--- config.mk ---
export PLATFORM = sky130hd
export DESIGN_NAME = key_value_string_validator
export DESIGN_NICKNAME = d
export VERILOG_FILES = /design/src/rtl/kvsv_pkg.sv /design/src/rtl/key_value_string_validator.sv
export SDC_FILE = /design/constraint.sdc
export NUM_CORES = 1
export LEC_CHECK = 0
export BUFFER_PORTS_ARGS = -buffer_cell sky130_fd_sc_hd__clkbuf_2
export CAP_MARGIN = 0
export CORE_MARGIN = 2
export CORE_UTILIZATION = 50
export CTS_CLUSTER_DIAMETER = 80
export DETAILED_ROUTE_END_ITERATION = 7
export GPL_ROUTABILITY_DRIVEN = 0
export PLACE_DENSITY = 0.8
export SLEW_MARGIN = 40
export SYNTH_ARGS = -nofsm -noshare
export SYNTH_HDL_FRONTEND = slang
export SYNTH_SLANG_ARGS = --single-unit
--- constraint.sdc ---
create_clock -name aclk -period 1.99 [get_ports aclk]
set_clock_uncertainty 0.15 [all_clocks]
set_input_delay 0.398 -clock aclk [delete_from_list [all_inputs] [get_ports aclk]]
set_output_delay 0.398 -clock aclk [all_outputs]
set_load 0.005 [all_outputs]
--- src/rtl/kvsv_pkg.sv ---
// ============================================================================
// kvsv_pkg
// Types, key patterns, verdict codes and the key match function for the
// key/value string validator.
// ============================================================================
package kvsv_pkg;

    // Bytes of history kept behind the current byte
    localparam int HistDepth = 14;
    // Longest key pattern, backslashes included
    localparam int KeyMaxLen = HistDepth + 1;

    typedef logic [7:0] char_t;
    typedef char_t      hist_t    [HistDepth];
    typedef char_t      key_pat_t [KeyMaxLen];
    typedef logic [1:0] key_cnt_t;
    typedef logic [3:0] key_len_t;

    localparam char_t CharNul = 8'h00;
    localparam char_t CharBsl = 8'h5C;

    // Key saturation point
    localparam key_cnt_t KeyCntMax = 2'd2;

    // Key patterns stored newest byte first: entry 0 is the closing backslash
    localparam key_pat_t KeyIp = '{0: CharBsl, 1: "p", 2: "i", 3: CharBsl,
                                   default: CharNul};
    localparam key_len_t KeyIpLen = 4'd4;

    localparam key_pat_t KeyGuid = '{0: CharBsl, 1: "d", 2: "i", 3: "u", 4: "g",
                                     5: "_", 6: "l", 7: "c", 8: CharBsl,
                                     default: CharNul};
    localparam key_len_t KeyGuidLen = 4'd9;

    localparam key_pat_t KeyName = '{0: CharBsl, 1: "e", 2: "m", 3: "a", 4: "n",
                                     5: CharBsl, default: CharNul};
    localparam key_len_t KeyNameLen = 4'd6;

    localparam key_pat_t KeyPb = '{0: CharBsl, 1: "r", 2: "e", 3: "t", 4: "s",
                                   5: "u", 6: "b", 7: "k", 8: "n", 9: "u",
                                   10: "p", 11: "_", 12: "l", 13: "c",
                                   14: CharBsl};
    localparam key_len_t KeyPbLen = 4'd15;

    typedef enum logic [3:0] {
        VERDICT_CLEAN     = 4'd0,
        VERDICT_EMPTY     = 4'd1,
        VERDICT_NO_LEAD   = 4'd2,
        VERDICT_TRAIL     = 4'd3,
        VERDICT_ODD       = 4'd4,
        VERDICT_DUP_IP    = 4'd5,
        VERDICT_DUP_GUID  = 4'd6,
        VERDICT_DUP_NAME  = 4'd7,
        VERDICT_DUP_PB    = 4'd8
    } verdict_t;

    // True when the key ends at the current byte
    function automatic logic key_ends(input hist_t hist, input char_t cur,
                                      input key_pat_t pat, input key_len_t len);
        logic hit;
        hit = (cur == pat[0]);
        for (int k = 1; k < KeyMaxLen; k++) begin
            if (k < int'(len)) begin
                hit = hit & (hist[k-1] == pat[k]);
            end
        end
        return hit;
    endfunction

    // Count up, saturating
    function automatic key_cnt_t key_bump(input key_cnt_t cnt);
        return (cnt >= KeyCntMax) ? KeyCntMax : key_cnt_t'(cnt + 2'd1);
    endfunction

endpackage

--- src/rtl/key_value_string_validator.sv ---
// ============================================================================
// key_value_string_validator
// Scans a backslash-separated key/value string one byte per transfer and
// returns a verdict when the terminating zero byte arrives.
// ============================================================================
// The verdict is registered into the output slot, or the skid slot if stalled.
// Throughput: one byte per cycle unless the skid is full; one pass per byte.
// A stalled result parks in a one-entry skid register, so the input keeps
// flowing until both output slots are full.
// Reset (aresetn low, synchronous) clears scan state, the extra key enable
// and both output slots.
module key_value_string_validator (
    input  logic       aclk,
    input  logic       aresetn,
    // Configuration write: extra_key_checks
    input  logic       cfg_valid,
    output logic       cfg_ready,
    input  logic       cfg_data,
    // Input bytes
    input  logic       s_tvalid,
    output logic       s_tready,
    input  logic [7:0] s_tdata,     // [7:0] char_byte
    // Verdicts
    output logic       m_tvalid,
    input  logic       m_tready,
    output logic [7:0] m_tdata      // [3:0] verdict, [4] is_bad, [7:5] zero
);

    kvsv_pkg::hist_t    hist_reg, hist_next;
    logic               seen_reg, seen_next;
    logic               lead_reg, lead_next;
    logic               parity_reg, parity_next;
    kvsv_pkg::key_cnt_t ip_cnt_reg, ip_cnt_next;
    kvsv_pkg::key_cnt_t guid_cnt_reg, guid_cnt_next;
    kvsv_pkg::key_cnt_t name_cnt_reg, name_cnt_next;
    kvsv_pkg::key_cnt_t pb_cnt_reg, pb_cnt_next;
    logic               extra_reg;

    logic               out_valid_reg, skid_valid_reg;
    kvsv_pkg::verdict_t out_verdict_reg, skid_verdict_reg;
    kvsv_pkg::verdict_t verdict;

    logic               in_xfer;
    logic               end_xfer;
    kvsv_pkg::char_t    cur;

    assign cfg_ready = 1'b1;
    assign s_tready  = ~skid_valid_reg;
    assign in_xfer   = s_tvalid & s_tready;
    assign cur       = s_tdata;
    assign end_xfer  = in_xfer & (cur == kvsv_pkg::CharNul);

    // Hold the extra key enable
    always_ff @(posedge aclk) begin
        if (!aresetn) begin
            extra_reg <= 1'b0;
        end else if (cfg_valid && cfg_ready) begin
            extra_reg <= cfg_data;
        end
    end

    // Grade the finished string, first failing check wins
    always_comb begin
        priority if (!seen_reg) begin
            verdict = kvsv_pkg::VERDICT_EMPTY;
        end else if (!lead_reg) begin
            verdict = kvsv_pkg::VERDICT_NO_LEAD;
        end else if (hist_reg[0] == kvsv_pkg::CharBsl) begin
            verdict = kvsv_pkg::VERDICT_TRAIL;
        end else if (parity_reg) begin
            verdict = kvsv_pkg::VERDICT_ODD;
        end else if (ip_cnt_reg >= kvsv_pkg::KeyCntMax) begin
            verdict = kvsv_pkg::VERDICT_DUP_IP;
        end else if (extra_reg && guid_cnt_reg >= kvsv_pkg::KeyCntMax) begin
            verdict = kvsv_pkg::VERDICT_DUP_GUID;
        end else if (name_cnt_reg >= kvsv_pkg::KeyCntMax) begin
            verdict = kvsv_pkg::VERDICT_DUP_NAME;
        end else if (extra_reg && pb_cnt_reg >= kvsv_pkg::KeyCntMax) begin
            verdict = kvsv_pkg::VERDICT_DUP_PB;
        end else begin
            verdict = kvsv_pkg::VERDICT_CLEAN;
        end
    end

    // Advance the scan state on each byte, clear it on the terminator
    always_comb begin
        hist_next     = hist_reg;
        seen_next     = seen_reg;
        lead_next     = lead_reg;
        parity_next   = parity_reg;
        ip_cnt_next   = ip_cnt_reg;
        guid_cnt_next = guid_cnt_reg;
        name_cnt_next = name_cnt_reg;
        pb_cnt_next   = pb_cnt_reg;
        if (end_xfer) begin
            for (int k = 0; k < kvsv_pkg::HistDepth; k++) begin
                hist_next[k] = kvsv_pkg::CharNul;
            end
            seen_next     = 1'b0;
            lead_next     = 1'b0;
            parity_next   = 1'b0;
            ip_cnt_next   = '0;
            guid_cnt_next = '0;
            name_cnt_next = '0;
            pb_cnt_next   = '0;
        end else if (in_xfer) begin
            if (!seen_reg) begin
                lead_next = (cur == kvsv_pkg::CharBsl);
            end
            seen_next = 1'b1;
            if (cur == kvsv_pkg::CharBsl) begin
                parity_next = ~parity_reg;
            end
            if (kvsv_pkg::key_ends(hist_reg, cur, kvsv_pkg::KeyIp, kvsv_pkg::KeyIpLen)) begin
                ip_cnt_next = kvsv_pkg::key_bump(ip_cnt_reg);
            end
            if (kvsv_pkg::key_ends(hist_reg, cur, kvsv_pkg::KeyGuid,
                                   kvsv_pkg::KeyGuidLen)) begin
                guid_cnt_next = kvsv_pkg::key_bump(guid_cnt_reg);
            end
            if (kvsv_pkg::key_ends(hist_reg, cur, kvsv_pkg::KeyName,
                                   kvsv_pkg::KeyNameLen)) begin
                name_cnt_next = kvsv_pkg::key_bump(name_cnt_reg);
            end
            if (kvsv_pkg::key_ends(hist_reg, cur, kvsv_pkg::KeyPb, kvsv_pkg::KeyPbLen)) begin
                pb_cnt_next = kvsv_pkg::key_bump(pb_cnt_reg);
            end
            // Shift the byte into history, newest at entry 0
            hist_next[0] = cur;
            for (int k = 1; k < kvsv_pkg::HistDepth; k++) begin
                hist_next[k] = hist_reg[k-1];
            end
        end
    end

    always_ff @(posedge aclk) begin
        if (!aresetn) begin
            for (int k = 0; k < kvsv_pkg::HistDepth; k++) begin
                hist_reg[k] <= kvsv_pkg::CharNul;
            end
            seen_reg     <= 1'b0;
            lead_reg     <= 1'b0;
            parity_reg   <= 1'b0;
            ip_cnt_reg   <= '0;
            guid_cnt_reg <= '0;
            name_cnt_reg <= '0;
            pb_cnt_reg   <= '0;
        end else begin
            hist_reg     <= hist_next;
            seen_reg     <= seen_next;
            lead_reg     <= lead_next;
            parity_reg   <= parity_next;
            ip_cnt_reg   <= ip_cnt_next;
            guid_cnt_reg <= guid_cnt_next;
            name_cnt_reg <= name_cnt_next;
            pb_cnt_reg   <= pb_cnt_next;
        end
    end

    // Output register with a one-entry skid behind it
    always_ff @(posedge aclk) begin
        if (!aresetn) begin
            out_valid_reg  <= 1'b0;
            skid_valid_reg <= 1'b0;
        end else if (!out_valid_reg || m_tready) begin
            if (skid_valid_reg) begin
                out_valid_reg  <= 1'b1;
                skid_valid_reg <= 1'b0;
            end else begin
                out_valid_reg  <= end_xfer;
            end
        end else if (end_xfer) begin
            skid_valid_reg <= 1'b1;
        end
    end

    always_ff @(posedge aclk) begin
        if (!out_valid_reg || m_tready) begin
            out_verdict_reg <= skid_valid_reg ? skid_verdict_reg : verdict;
        end else if (end_xfer) begin
            skid_verdict_reg <= verdict;
        end
    end

    assign m_tvalid = out_valid_reg;
    assign m_tdata  = {3'b000, (out_verdict_reg != kvsv_pkg::VERDICT_CLEAN),
                       out_verdict_reg};

endmodule

Word-level counts from Yosys, hierarchy flattened:

Index checks and enable logic that the tools add are counted.

* latch bits: 0
* RAM bits: 0
* memories kept: 0
* bits in registers: 134
* ROM bits: 0

* multiply operators: 0
* add/subtract/negate cells: 4
* order comparisons: 4
* divide/modulo/power cells: 0
* bitwise gates (word level): 37
* shift operators: 0
* muxes and demuxes: 74
* reductions and logical operators: 15
* equality and inequality tests: 31

Operators with widths (count)
* 8-bit by 7-bit equality test with 1-bit output (second input constant): 31
* 1-bit 2-to-1 mux: 61
* 4-bit 2-to-1 mux: 9
* 1-bit AND: 32
* 2-bit AND reduction: 7
* 2-bit by 1-bit adder with 2-bit output (second input constant): 4
* 2-bit >= comparator (second input constant): 4
* 8-bit logical NOT: 1
* 2-bit 2-to-1 mux: 4
* 1-bit NOT: 5
* 4-bit nonzero test: 1
* 2-bit OR reduction: 2
* 1-bit logical AND: 2
* 1-bit logical NOT: 1
* 1-bit logical OR: 1

Logic depth before layout (Yosys ltp):

Gate-level depths: netlist of run 1.

* depth in word-level cells: 44
* depth in mapped cells: 7
* depth with buffers taken out: 5

Worst setup path after synthesis of run 1:

Ideal clock, no wire load.

* kind: flip-flop to flip-flop
* from: register hist_reg[29] (netlist bit)
* to: register pb_cnt_reg[0]
* data arrival time: 1789 ps
* required time: 1720 ps
* period minus slack after synthesis: 2059 ps
* path slack: -69 ps
* cell stages (with the launch flop): 6
* cell sequence: dfxtp_1 > or4b_1 > or4_1 > nor4_2 > nand4_1 > mux2i_1

* cells in the longest elaborated chain, start to end: 14

Ends and longest elaborated chain
* start, declared: RTL line key_value_string_validator.sv:29 `kvsv_pkg::hist_t hist_reg, hist_next;`
* start signal, assigned by index: RTL line key_value_string_validator.sv:139 `hist_reg[k] <= kvsv_pkg::CharNul;`
* start signal, assigned: RTL line key_value_string_validator.sv:149 `hist_reg <= hist_next;`
* 8-bit by 7-bit equality test with 1-bit output: RTL line kvsv_pkg.sv:64 `hit = hit & (hist[k-1] == pat[k]);`
* 1-bit AND: RTL line kvsv_pkg.sv:64
* 1-bit 2-to-1 mux: RTL line key_value_string_validator.sv:106 `end else if (in_xfer) begin`
* 1-bit 2-to-1 mux: RTL line key_value_string_validator.sv:95 `if (end_xfer) begin`
* 1-bit AND: RTL line kvsv_pkg.sv:64
* 1-bit 2-to-1 mux: RTL line key_value_string_validator.sv:106
* 1-bit 2-to-1 mux: RTL line key_value_string_validator.sv:95
* 1-bit AND: RTL line kvsv_pkg.sv:64
* 1-bit 2-to-1 mux: RTL line key_value_string_validator.sv:106
* 1-bit 2-to-1 mux: RTL line key_value_string_validator.sv:95
* 1-bit AND: RTL line kvsv_pkg.sv:64
* 1-bit 2-to-1 mux: RTL line key_value_string_validator.sv:106
* 1-bit 2-to-1 mux: RTL line key_value_string_validator.sv:95
* 2-bit AND reduction (no source line)
* end signal, assigned: RTL line key_value_string_validator.sv:156 `pb_cnt_reg <= pb_cnt_next;`
* end, declared: RTL line key_value_string_validator.sv:36 `kvsv_pkg::key_cnt_t pb_cnt_reg, pb_cnt_next;`

No other way between the ends. The select of a mux whose other input is x is not followed.
A chain may end at the register's enable or synchronous reset.

Worst setup path after layout of run 1:

* from: register out_verdict_reg[0]
* to: output m_tdata[4]

* cells in the longest elaborated chain, start to end: 1

Ends and longest elaborated chain
* start, declared: RTL line key_value_string_validator.sv:40 `kvsv_pkg::verdict_t out_verdict_reg, skid_verdict_reg;`
* start signal, assigned: RTL line key_value_string_validator.sv:179 `out_verdict_reg <= skid_valid_reg ? skid_verdict_reg : verdict;`
* 4-bit nonzero test: RTL line key_value_string_validator.sv:186 `assign m_tdata = {3'b000, (out_verdict_reg != kvsv_pkg::VERDICT_CLEAN),`
* end, declared: RTL line key_value_string_validator.sv:26 `output logic [7:0] m_tdata`

No other way between the ends.

==> impl_metrics.env, run 1 <==
export IMPL_final_min_clock_period_ns=2.09
export IMPL_met2_usage_pct=37.8
export IMPL_ant_nets=0
export IMPL_whs_ns=0.0681
export IMPL_n_antenna_cell=0
export IMPL_synth_distinct_cells=45
export IMPL_ys_top_cells_by_count="nand2_1 (234), dfxtp_1 (126), a21oi_1 (116)"
export IMPL_synth_main_ff_cell="dfxtp_1"
export IMPL_rr_endpoint="pb_cnt_reg[0]$_SDFFE_PP0P_"
export IMPL_p_comb_share_pct=4.4
export IMPL_final_seq_area_um2=2760
export IMPL_cp_required_ns=1.44
export IMPL_cts_setup_buffers=0
export IMPL_critPathKind="reg -> out"
export IMPL_wl_per_cell_um=14.8
export IMPL_drc=0
export IMPL_crit_start="out_verdict_reg[0]$_DFFE_PP_"
export IMPL_start_util_pct=51.0
export IMPL_synth_async_reset_ratio_pct=0
export IMPL_r2r_start="hist_reg[29]$_SDFFE_PP0P_"
export IMPL_p_int_mw=4.64
export IMPL_dr_pass1_iters=6
export IMPL_synth_most_common_cell="nand2_1"
export IMPL_pwr_share_clk_pct=49.4
export IMPL_layout_setup_ws_ns=-0.101
export IMPL_worstSetupStartpointType="flip-flop"
export IMPL_io_buffer_count=20
export IMPL_endpoint="m_tdata[4]"
export IMPL_worst_path_max_fanout=2
export IMPL_floorplan_die_width_um=106
export IMPL_design_area_um2=6500
export IMPL_clk_pin_slew_ns=0.06
export IMPL_worstSetupEndpointType="output port"
export IMPL_grt_max_degree=76
export IMPL_final_nets=711
export IMPL_clk_latency_ns=0.52
export IMPL_cts_max_path_buffers=2
export IMPL_root_buffer="clkbuf_8"
export IMPL_drt_iter0_drc=414
export IMPL_cts_buffers=17
export IMPL_grt_busiest_layer="met2"
export IMPL_power_density_nw_per_um2=915
export IMPL_synthTopCellsByArea="dfxtp_1 (48%), nand2_1 (17%), a21oi_1 (11%)"
export IMPL_vias_per_cell=5.58
export IMPL_vias=4723
export IMPL_dpl_cell_count=805
export IMPL_syn_inst=645
export IMPL_clock_sinks=134
export IMPL_rsz0062_at_grt="true"
export IMPL_fin_cells=846
export IMPL_crit_slowest_cell="or4_1"
export IMPL_syn_to_final_growth_pct=23.9
export IMPL_synth_top_cell_by_area="dfxtp_1"
export IMPL_coreArea_um2=10300
export IMPL_dpl_hpwl_mm=7.84
export IMPL_drive_above_1_share_pct=17.6
export IMPL_use_met1_pct=27.7
export IMPL_synth_edff_count=8
export IMPL_synth_top_cell_area_share_pct=48.1
export IMPL_power_mw=5.95
export IMPL_final_util_pct=63.2
export IMPL_drv_cap=0
export IMPL_worstPathArrival_ns=1.54
export IMPL_swShare_pct=22.1
export IMPL_peakVddDrop_v=0.000412
export IMPL_switchingPower_mw=1.32
export IMPL_cts_tree="built"
export IMPL_die_h_um=106
export IMPL_r2r_worst_path_cells=5
export IMPL_fin_setup_tns_ns=-0.219
export IMPL_outcome="finished, violations left"
export IMPL_io_pins=25
export IMPL_reg2reg_slack_ns=-0.07
export IMPL_antenna_found_initial=0
export IMPL_min_path_type="in -> reg"
export IMPL_drt_wl_total_mm=12.5
export IMPL_dpl_cell_area_um2=5770
export IMPL_dieArea_um2=11300
export IMPL_htreeDepth=4
export IMPL_violations="setup timing"
export IMPL_grt_pass1_wl_mm=20.2
export IMPL_track_usage_pct=22.5
export IMPL_grt_pass1_vias=4392
export IMPL_synth_avg_cell_area_um2=8.13
export IMPL_synth_seq_cells=134
export IMPL_global_route_usage_met3_pct=4.66
export IMPL_crit_chain="or4_1 -> clkbuf_2"
export IMPL_p_leak_nw=2.28
export IMPL_setup_violations=4
export IMPL_slew_violations=0
export IMPL_fmax_ghz=0.478
export IMPL_largest_reg_flops=112
export IMPL_p_seq_share_pct=46.3
export IMPL_yosysSeqAreaShare_pct=52.7
export IMPL_finalHoldViolCount=0
export IMPL_n_fill_cell=785
export IMPL_grt_overflow_total=0
export IMPL_synth_warning_count=0
export IMPL_fin_crit_sh_pct=105
export IMPL_syn_area_um2=5250
export IMPL_dp_slack_ns=-0.146
export IMPL_multiInputGateArea_um2=2410
export IMPL_row_count=37
export IMPL_critPathMaxStageDelay_ns=0.53
-- cells in the final DEF, fill, tap and decap left out, types with 3 or more instances in the layout --
cell type        n
and4b_1          4
a21oi_1        116
nor2_1          21
mux2i_1          4
nand3_1          4
nand4b_1         5
conb_1           4
nand4_1         14
nor4bb_1         4
edfxtp_1         8
nand2_1        230
nor4_4           3
nor4_2           3
clkinv_2         6
and4bb_2         6
buf_12           5
clkbuf_16       16
nand2b_1         3
clkbuf_2        20
dlygate4sd3_1    9
a21boi_0         3
nor3b_1          3
buf_4           39
dfxtp_1        125
nor4b_1          4
clkinv_4         4
-- worst min-delay path by stage --
stage / slack, ns / cells after the start / from / end
2_1_floorplan: 0.28 / 2 / hist_reg[5]$_SDFFE_PP0P_ / hist_reg[5]$_SDFFE_PP0P_
3_3_place_gp: 0.29 / 2 / hist_reg[3]$_SDFFE_PP0P_ / hist_reg[3]$_SDFFE_PP0P_
3_5_place_dp: 0.30 / 2 / hist_reg[3]$_SDFFE_PP0P_ / hist_reg[3]$_SDFFE_PP0P_
4_1_cts: 0.05 / 2 / aresetn / hist_reg[107]$_SDFFE_PP0P_
5_1_grt: 0.06 / 2 / aresetn / extra_reg$_SDFFE_PN0P_
6_report: 0.07 / 2 / aresetn / hist_reg[107]$_SDFFE_PP0P_
-- power groups by stage --
stage | registers (mW) | logic, mW | clock network, mW
after floorplan | 2.81 | 0.143 | 0
final | 2.75 | 0.260 | 2.94
after detailed placement | 2.81 | 0.238 | 0
after CTS | 2.75 | 0.254 | 2.97
after global routing | 2.75 | 0.281 | 3.09
after global placement | 2.81 | 0.235 | 0
-- final cells by class --
class | instances | area share (%)
Multi-Input combinational cell | 470 | 37.2
Clock inverter | 13 | 2.04
Inverter | 1 | 0.0577
Tap cell | 136 | 2.62
Clock buffer | 19 | 6.64
Timing Repair Buffer | 73 | 8.97
Sequential cell | 134 | 42.5
-- kinds of logic after synthesis --
family,synth area share [%]
muxes,1.19
xor gates and xnor gates,0.167
DFF,52.7
and+or+nand+nor,29.8
AOI/OAI and AO/OA,12.7
other,0.143
buffers and inverters,3.36
-- what timing repair did --
item / 4_1_cts / 5_1_grt
pin swaps: 2 / 8
hold buffers: 9 / 0
gates resized for setup: 4 / 11
endpoints found under the setup margin: 5 / 7
endpoints found under the hold margin: 8 / 0
-- worst max-delay path: cells and delay by family (launching register included) --
family,cells,cell delay [ns]
buffers and inverters,1,0.13
and+or+nand+nor,1,0.53
DFF,1,0.37
-- layer usage --
| layer | wire (µm) | up-vias | share of wire [%] |
|---|---|---|---|
| met1 | 5240 | 2242 | 42 |
| met2 | 6330 | 160 | 50 |
| met3 | 667 | 29 | 5.3 |
| li1 | - | 2292 | - |
| met5 | 0 | - | 0 |
| met4 | 309 | 0 | 2.5 |
Note: power is estimated with default switching activity, not from simulation.
==> run 2, diff against run 1 <==
CORE_UTILIZATION = 54   (was 50)
PLACE_DENSITY = 0.84   (was 0.8)
==> run 2 against run 1 <==
Net effect:
- the flow still finishes with violations (setup timing)
- power increased by 9.2%
- clock power grew 19%
- highest routed layer unchanged
- cell area shrank 0.23%
- combinational power fell by 2%
- largest power group unchanged
- global-route usage rose by 4.4 points
- first-iteration DRC count up 24%
- critical path type is now reg -> reg
- sequential power barely moved
- critical endpoint is now name_cnt_reg[0]$_SDFFE_PP0P_
- die area down 7.1%
- fmax decreased by 3.6%
- worst setup slack got worse by 0.077 ns
- non-clock buffer count down 11
==> impl_metrics.env, run 2 (same netlist as run 1, synthesis figures left out) <==
export IMPL_outcome="finished, violations left"
export IMPL_violations="setup timing"
export IMPL_track_usage_pct=26.9
export IMPL_wl_per_cell_um=16.5
export IMPL_io_pins=25
export IMPL_floorplan_die_width_um=103
export IMPL_root_buffer="clkbuf_8"
export IMPL_htreeDepth=4
export IMPL_clk_latency_ns=0.53
export IMPL_grt_pass1_wl_mm=21.9
export IMPL_peakVddDrop_v=0.000675
export IMPL_clk_pin_slew_ns=0.06
export IMPL_grt_pass1_vias=4654
export IMPL_row_count=35
export IMPL_drc=0
export IMPL_grt_overflow_total=0
export IMPL_final_nets=700
export IMPL_start_util_pct=56.2
export IMPL_drv_cap=0
export IMPL_n_fill_cell=630
export IMPL_ant_nets=0
export IMPL_p_leak_nw=2.22
export IMPL_largest_reg_flops=112
export IMPL_finalHoldViolCount=0
export IMPL_final_cell_mix="nand2_1 (231), dfxtp_1 (124), a21oi_1 (116), buf_4 (29), nor2_1 (21)"
export IMPL_antenna_found_initial=0
export IMPL_die_h_um=103
export IMPL_worstPathArrival_ns=2.44
export IMPL_drt_iter0_drc=512
export IMPL_dp_slack_ns=-0.161
export IMPL_n_antenna_cell=0
export IMPL_power_density_nw_per_um2=1000
export IMPL_worstSetupStartpointType="flip-flop"
export IMPL_grt_max_degree=71
export IMPL_critPathKind="reg -> reg"
export IMPL_fmax_ghz=0.461
export IMPL_worstSetupEndpointType="flip-flop"
export IMPL_vias=4889
export IMPL_use_met1_pct=32.3
export IMPL_grt_busiest_layer="met2"
export IMPL_layout_commonest_cell="nand2_1"
export IMPL_rsz0062_at_grt="true"
export IMPL_min_path_type="in -> reg"
export IMPL_io_buffer_count=20
export IMPL_drive_above_1_share_pct=16.2
export IMPL_drt_wl_total_mm=13.7
export IMPL_fin_setup_tns_ns=-0.630
export IMPL_slew_violations=0
export IMPL_coreArea_um2=9330
export IMPL_dpl_hpwl_mm=8.06
export IMPL_met2_usage_pct=44.7
export IMPL_cp_required_ns=2.26
export IMPL_cts_setup_buffers=0
export IMPL_cts_tree="built"
export IMPL_dr_pass1_iters=5
export IMPL_whs_ns=0.0429
export IMPL_dieArea_um2=10500
export IMPL_fin_crit_sh_pct=109
export IMPL_global_route_usage_met3_pct=5.97
export IMPL_reg2reg_slack_ns=-0.18
export IMPL_worst_path_max_fanout=5
export IMPL_layout_setup_ws_ns=-0.178
export IMPL_syn_to_final_growth_pct=23.6
export IMPL_vias_per_cell=5.90
export IMPL_cts_max_path_buffers=2
export IMPL_cts_buffers=17
export IMPL_setup_violations=6
export IMPL_final_min_clock_period_ns=2.17
export IMPL_clock_sinks=134
-- run 2: cell type report --
cell class	instances	area, µm²	area share (%)
flip-flops and latches	134	2770	42.6
repair buffers	62	498	7.68
well taps	129	161	2.49
inverters	1	3.75	0.0579
clock inverters	7	163	2.51
clock buffers	25	504	7.78
multi-input cells	470	2390	36.9
-- run 2: worst max-delay path, stage by stage, from the launching register on --
cell     delay (ns)
dfxtp_1        0.48
nor4b_1        0.40
nand4_1        0.18
nor4_1         0.40
buf_4          0.21
mux2i_1        0.19
nor2_1         0.06
-- run 2: final timing paths --
check | end | cells after the start | start
setup / recovery | name_cnt_reg[0]$_SDFFE_PP0P_ | 6 | hist_reg[99]$_SDFFE_PP0P_
hold reg to reg | hist_reg[3]$_SDFFE_PP0P_ | 2 | hist_reg[3]$_SDFFE_PP0P_
setup reg to reg | name_cnt_reg[0]$_SDFFE_PP0P_ | 6 | hist_reg[99]$_SDFFE_PP0P_
hold / removal | hist_reg[108]$_SDFFE_PP0P_ | 3 | s_tdata[4]
-- run 2: timing repair --
item                                    4_1_cts  5_1_grt
endpoints found under the hold margin         7        0
pin swaps                                     1        3
hold buffers                                  8        0
endpoints found under the setup margin        6        8
resized for setup                             4        8
-- run 2: layer usage --
metal  routed length (µm)  vias to the layer above
li1                     -                     2272
met1                 5470                     2265
met2                 6480                      261
met3                 1010                       91
met4                  732                        0
met5                    0                        -
-- run 2: stage by stage --
stage,utilization (%),instance area [µm²],power (mW),std cells
6_report,69.5,6480,6.50,828
5_1_grt,69.5,6480,6.66,828
4_1_cts,69.1,6450,6.49,828
3_5_place_dp,60.9,5680,3.04,788
3_3_place_gp,60.9,5680,3.03,788
2_1_floorplan,-,5250,2.95,647
-- run 2: power by group --
part	total, mW	internal (mW)	switching (mW)	leakage, nW
Combinational	0.256	0.0901	0.166	0.795
Sequential	2.75	2.73	0.0228	1.11
Clock	3.49	2.36	1.13	0.325
